$ cat src/hdl/pip_pkg.sv
// ============================================================================
// Point-in-polygon package
// Operation codes and the command and status groups between the controller
// and the datapath.
// ============================================================================
package pip_pkg;

    // Operation codes carried on the input operation field.
    localparam logic OP_APPEND = 1'b0;
    localparam logic OP_QUERY  = 1'b1;

    // Commands from the controller to the datapath.
    typedef struct packed {
        logic append;       // store the accepted vertex
        logic query_start;  // latch the query point and clear the parity
        logic rd_en;        // read one vertex from the store
        logic rd_first;     // this read fetches the closing vertex
        logic load_out;     // move the finished answer into the output register
    } t_dp_cmd;

    // Status from the datapath to the controller.
    typedef struct packed {
        logic busy;         // edge pipeline still holds work
        logic out_free;     // output register can take a new result
        logic empty;        // no vertex stored
    } t_dp_sts;

endpackage

$ cat src/hdl/pip_dp.sv
// ============================================================================
// Point-in-polygon datapath
// Vertex store, three-stage edge crossing pipeline, parity flag and the
// output register.
// ============================================================================
module pip_dp import pip_pkg::*; #(
    parameter int MAX_VERTICES = 8,
    parameter int COORD_WIDTH  = 20,
    parameter int IW           = 3
) (
    input  logic                          i_clk,
    input  logic                          i_rst_n,
    input  t_dp_cmd                       i_cmd,
    input  logic [IW-1:0]                 i_rd_addr,
    input  logic signed [COORD_WIDTH-1:0] i_coord_x,
    input  logic signed [COORD_WIDTH-1:0] i_coord_y,
    input  logic                          i_starts_polygon,
    input  logic                          i_out_stall,
    output t_dp_sts                       o_sts,
    output logic [IW-1:0]                 o_last,
    output logic                          o_out_valid,
    output logic                          o_inside_res,
    output logic                          o_vertex_overflow
);

    localparam int W  = COORD_WIDTH;
    localparam int CW = $clog2(MAX_VERTICES + 1);
    localparam int PW = 2 * W + 2;

    // Vertex store.
    logic [W-1:0] mem_x [MAX_VERTICES];
    logic [W-1:0] mem_y [MAX_VERTICES];

    logic [CW-1:0] r_count;
    logic          r_overflow;
    logic [CW-1:0] count_m1;
    logic          has_room;
    logic          wr_en;
    logic [IW-1:0] wr_addr;

    assign has_room = (r_count < CW'(MAX_VERTICES));
    assign wr_en    = i_cmd.append && (i_starts_polygon || has_room);
    assign wr_addr  = i_starts_polygon ? '0 : r_count[IW-1:0];
    assign count_m1 = r_count - CW'(1);
    assign o_last   = count_m1[IW-1:0];

    // Store writes on append.
    always_ff @(posedge i_clk) begin
        if (wr_en) begin
            mem_x[wr_addr] <= i_coord_x;
            mem_y[wr_addr] <= i_coord_y;
        end
    end

    // Fill count and overflow flag; a new polygon restarts both.
    always_ff @(posedge i_clk) begin
        if (!i_rst_n) begin
            r_count    <= '0;
            r_overflow <= 1'b0;
        end else if (i_cmd.append) begin
            if (i_starts_polygon) begin
                r_count    <= CW'(1);
                r_overflow <= 1'b0;
            end else if (has_room) begin
                r_count <= r_count + CW'(1);
            end else begin
                r_overflow <= 1'b1;
            end
        end
    end

    // Registered store read.
    logic signed [W-1:0] r_rd_x, r_rd_y;
    logic                r_s1_vld, r_s1_first;

    always_ff @(posedge i_clk) begin
        if (i_cmd.rd_en) begin
            r_rd_x <= mem_x[i_rd_addr];
            r_rd_y <= mem_y[i_rd_addr];
        end
    end

    // Query point.
    logic signed [W-1:0] r_px, r_py;

    always_ff @(posedge i_clk) begin
        if (i_cmd.query_start) begin
            r_px <= i_coord_x;
            r_py <= i_coord_y;
        end
    end

    // Stage 1: differences and straddle test against the previous vertex.
    logic signed [W-1:0] r_prev_x, r_prev_y;
    logic signed [W:0]   r_lx, r_d, r_rx, r_ry;
    logic                r_s2_vld, r_s2_strad, r_s2_dpos;
    logic                above_i, above_j;
    logic signed [W:0]   d_diff;

    assign above_i = (r_rd_y > r_py);
    assign above_j = (r_prev_y > r_py);
    assign d_diff  = $signed({r_prev_y[W-1], r_prev_y}) - $signed({r_rd_y[W-1], r_rd_y});

    always_ff @(posedge i_clk) begin
        if (r_s1_vld) begin
            r_prev_x <= r_rd_x;
            r_prev_y <= r_rd_y;
        end
        if (r_s1_vld && !r_s1_first) begin
            r_lx       <= $signed({r_px[W-1], r_px}) - $signed({r_rd_x[W-1], r_rd_x});
            r_d        <= d_diff;
            r_rx       <= $signed({r_prev_x[W-1], r_prev_x}) - $signed({r_rd_x[W-1], r_rd_x});
            r_ry       <= $signed({r_py[W-1], r_py}) - $signed({r_rd_y[W-1], r_rd_y});
            r_s2_strad <= (above_i != above_j);
            r_s2_dpos  <= (d_diff > 0);
        end
    end

    // Stage 2: the two cross products.
    logic signed [PW-1:0] r_p1, r_p2;
    logic                 r_s3_vld, r_s3_strad, r_s3_dpos;

    always_ff @(posedge i_clk) begin
        if (r_s2_vld) begin
            r_p1       <= PW'(r_lx) * PW'(r_d);
            r_p2       <= PW'(r_rx) * PW'(r_ry);
            r_s3_strad <= r_s2_strad;
            r_s3_dpos  <= r_s2_dpos;
        end
    end

    // Stage 3: sign-corrected compare toggles the parity.
    logic r_inside;
    logic left;

    assign left = r_s3_dpos ? (r_p1 < r_p2) : (r_p2 < r_p1);

    always_ff @(posedge i_clk) begin
        if (i_cmd.query_start) begin
            r_inside <= 1'b0;
        end else if (r_s3_vld && r_s3_strad && left) begin
            r_inside <= ~r_inside;
        end
    end

    // Pipeline valid bits.
    always_ff @(posedge i_clk) begin
        if (!i_rst_n) begin
            r_s1_vld <= 1'b0;
            r_s2_vld <= 1'b0;
            r_s3_vld <= 1'b0;
        end else begin
            r_s1_vld <= i_cmd.rd_en;
            r_s2_vld <= r_s1_vld && !r_s1_first;
            r_s3_vld <= r_s2_vld;
        end
        r_s1_first <= i_cmd.rd_first;
    end

    // Output register; a waiting result does not block new work.
    logic r_out_vld, r_out_inside, r_out_ovf;

    always_ff @(posedge i_clk) begin
        if (!i_rst_n) begin
            r_out_vld <= 1'b0;
        end else if (i_cmd.load_out) begin
            r_out_vld <= 1'b1;
        end else if (!i_out_stall) begin
            r_out_vld <= 1'b0;
        end
        if (i_cmd.load_out) begin
            r_out_inside <= r_inside;
            r_out_ovf    <= r_overflow;
        end
    end

    assign o_out_valid       = r_out_vld;
    assign o_inside_res      = r_out_inside;
    assign o_vertex_overflow = r_out_ovf;

    // Status to the controller.
    always_comb begin
        o_sts.busy     = r_s1_vld || r_s2_vld || r_s3_vld;
        o_sts.out_free = !r_out_vld || !i_out_stall;
        o_sts.empty    = (r_count == '0);
    end

endmodule

$ cat config.mk
export PLATFORM = sky130hd
export DESIGN_NAME = pip_dp
export DESIGN_NICKNAME = d
export VERILOG_FILES = /design/src/hdl/pip_pkg.sv /design/src/hdl/pip_dp.sv
export SDC_FILE = /design/constraint.sdc
export NUM_CORES = 2
export LEC_CHECK = 0
export BUFFER_PORTS_ARGS = -buffer_cell sky130_fd_sc_hd__buf_2
export CELL_PAD_IN_SITES_DETAIL_PLACEMENT = 1
export CELL_PAD_IN_SITES_GLOBAL_PLACEMENT = 1
export CORE_UTILIZATION = 58
export DETAILED_ROUTE_END_ITERATION = 7
export GPL_ROUTABILITY_DRIVEN = 0
export PLACE_DENSITY = 0.89
export SLEW_MARGIN = 25
export SYNTH_ARGS = -nofsm -noshare
export SYNTH_HDL_FRONTEND = slang
export SYNTH_SLANG_ARGS = --single-unit
$ cat constraint.sdc
create_clock -name i_clk -period 17.9 [get_ports i_clk]
set_input_delay 3.58 -clock i_clk [delete_from_list [all_inputs] [get_ports i_clk]]
set_output_delay 3.58 -clock i_clk [all_outputs]
set_load 0.05 [all_outputs]
==> flow_metrics.tcl <==
set metrics [dict create \
    status "complete, but fails checks" \
    violations "DRC" \
    dieArea_um2 104000 \
    ctsHoldBuffers 0 \
    fmax_mhz 108 \
    post_cts_buffers 0 \
    hold_viol 0 \
    yosys_warnings 0 \
    post_drt_via_cell_ratio 6.53 \
    drc 4 \
    synth_cell_types 78 \
    ios 61 \
    coreArea_um2 102000 \
    clockBufferDepth 3 \
    synthesis.nets 6578 \
    end_kind "flip-flop" \
    fillers 10300 \
    portBuffers 60 \
    multiInputGateArea_um2 35900 \
    synthArstFlopShare_pct 0 \
    root_buffer "clkbuf_16" \
    worstHoldEndpoint "r_s3_dpos$_DFFE_PP_" \
    place_inst 6517 \
    slew_viol_final 0 \
    rsz0062_at_grt "no" \
    cts_resized 0 \
    syn_area_per_cell_um2 11.4 \
    synth_top_family_by_area "adder cells" \
    r2r-end "r_p1[38]$_DFFE_PP_" \
    wl_um 219000 \
    dp_hpwl_um 134000 \
    antenna_left 0 \
    r2r_start "r_d[3]$_DFFE_PP_" \
    drtIter0Drc 5249 \
    ys.flop_type "edfxtp_1" \
    num_rows 117 \
    hold_class "flip-flop to flip-flop" \
    synth_area_leaders "fa_1, edfxtp_1, ha_1" \
    drv_cap 0 \
    firstDrtPassIters 8 \
    syn_to_final_growth_pct 6.89 \
    path_class "flip-flop to flip-flop" \
    holdWs_ns 0.441 \
    setup_violations 0 \
    ys_seq_area_share_pct 31.3 \
    fin_cells 6660 \
    worst_r2r_path_depth 20 \
    wl_per_cell_um 32.9 \
    synth-edff-count 614 \
    final_cell_mix "inv_1, fa_1, edfxtp_1" \
    grt_pass1_wl_um 302000 \
    die_w_um 322 \
    dr_total_vias 43500 \
    synth-adder-area-share_pct 38.7 \
    setup_tns_ns 0 \
    cp-start-kind "flip-flop" \
    fin_crit_sh_pct 51.7 \
    worstHoldStart "r_s2_dpos$_DFFE_PP_" \
    syn_area_um2 59500 \
    required_ns 18.27 \
    rrSetupSlack_ns 8.64 \
    die_h_um 322 \
    synthCells 5237 \
    synth_area_leader_cell "fa_1" \
    relSlewSlack_pct 2.34 \
    antenna_found_initial 36 \
    register_area_um2 18700 \
    fin_crit_ns 9.26 \
    grt_max_degree 82 \
    clock_latency_ns 0.67 \
    cts_buffers 68 \
    grt_usage_pct 39.7 \
    grt_pass1_vias 49100 \
    worstMarginPinSlew_ns 1.45 \
    clock_sinks 625 \
    crit_arrival_ns 9.63 \
    clk_pin_slew_worst_paths_ns 0.07 \
    muxShareOfSynthArea_pct 3.84 \
    fin_nets 6566 \
    synth_compound_area_share_pct 4.83 \
    critPathMaxFanout 21 \
    gr-total-overflow 0 \
    synth_top_area_share_pct 31.0 \
    hold_depth 0 \
    synth_xor_xnor_area_share_pct 2.18 \
    drive_gt1_share_pct 7.03 \
    fin_skew_ns 0.0439 \
    ys_seq_elements 625 \
    htree_levels 3 \
    start_util_pct 58.5 \
    final_common_cell "inv_1" \
    cts_tree "done" \
    yosys.area_share.simple_pct 10.6 \
]
==> worst max-delay path, stage by stage (launching register included) <==
cell and delay (ns):
edfxtp_1 0.92, nand2_1 0.34, fa_1 0.75, inv_1 0.15, fa_1 0.49, fa_1 0.59
fa_1 0.47, fa_1 0.68, fa_1 0.59, inv_1 0.08, fa_1 0.60, inv_1 0.11
ha_1 0.41, o21ai_0 0.35, o21bai_1 0.27, a211oi_1 0.53, o21ai_0 0.25, o21a_1 0.30
o211a_1 0.33, o21ai_0 0.50, xnor2_1 0.25
==> kinds of logic after synthesis <==
kind of cell / Yosys count
fa+ha+maj: 1289
simple gates: 1279
xor+xnor: 148
buf+inv: 1338
compound gates: 435
flops: 625
mux: 123
==> flip-flops by register name (all words and copies together) (netlist names), 21 cells and up <==
register	count
mem_x	160
r_p2	42
r_rx	21
r_lx	21
mem_y	160
r_p1	42
r_d	21
r_ry	21
==> metrics by stage <==
stage	setup WS (ns)	area (µm²)	utilization (%)
final	8.64	63600	62.5
after global routing	8.62	63600	62.5
after CTS	9.42	63400	62.3
after detailed placement	9.60	61200	60.2
after global placement	10.11	61200	60.2
after floorplan	10.41	59500	-
==> worst max path at each step <==
stage	from	to	slack (ns)	cells after the start
4_1_cts	r_ry[0]$_DFFE_PP_	r_p2[38]$_DFFE_PP_	9.42	22
5_1_grt	r_d[0]$_DFFE_PP_	r_p1[38]$_DFFE_PP_	8.62	20
6_report	r_d[3]$_DFFE_PP_	r_p1[38]$_DFFE_PP_	8.64	20
3_3_place_gp	r_lx[12]$_DFFE_PP_	r_p1[40]$_DFFE_PP_	10.11	22
3_5_place_dp	r_ry[3]$_DFFE_PP_	r_p2[40]$_DFFE_PP_	9.60	21
2_1_floorplan	i_out_stall	o_sts[1]	10.41	1
==> synthesized netlist by cell type, types with 5 or more instances <==
| cell type | number |
|---|---|
| and3_1 | 10 |
| a31oi_1 | 12 |
| a221oi_1 | 7 |
| xor2_1 | 33 |
| dfxtp_1 | 11 |
| a211oi_1 | 19 |
| nand2b_1 | 26 |
| or3_1 | 13 |
| nor2b_1 | 34 |
| or2_2 | 8 |
| fa_1 | 922 |
| nor2_1 | 146 |
| mux4_2 | 80 |
| o21bai_1 | 19 |
| edfxtp_1 | 614 |
| o31ai_1 | 6 |
| a21oi_1 | 121 |
| inv_1 | 1140 |
| nor4_1 | 8 |
| nor3_1 | 35 |
| a21o_1 | 51 |
| o31a_1 | 6 |
| o41ai_1 | 5 |
| nand3b_1 | 6 |
| and2_1 | 409 |
| nand2_1 | 517 |
| xnor2_1 | 115 |
| nand4_1 | 24 |
| mux2_2 | 42 |
| buf_1 | 11 |
| a21boi_0 | 5 |
| nand3_1 | 23 |
| o21a_1 | 35 |
| o21ai_0 | 84 |
| ha_1 | 367 |
| o211ai_1 | 11 |
| clkbuf_1 | 186 |
==> metal layers <==
metal	GRT usage (%)	part of all wire, %	vias up
met2	66.5	48	3432
met3	10.7	11	1338
met1	43.3	31	22100
met5	0	0.11	-
li1	-	-	16500
met4	29.3	9.6	38
==> layout make-up <==
type / count / share of cell area [%]
well taps: 1368 / 2.69
flip-flops and latches: 625 / 29.3
diodes: 15 / 0.0590
clock buffers: 87 / 2.83
clock inverters: 35 / 0.608
inverters: 1141 / 6.73
repair buffers: 115 / 1.27
multi-input cells: 3274 / 56.5
Power is not shown: default switching activity piles up to over one toggle a cycle in this logic, so the estimate is an artifact.
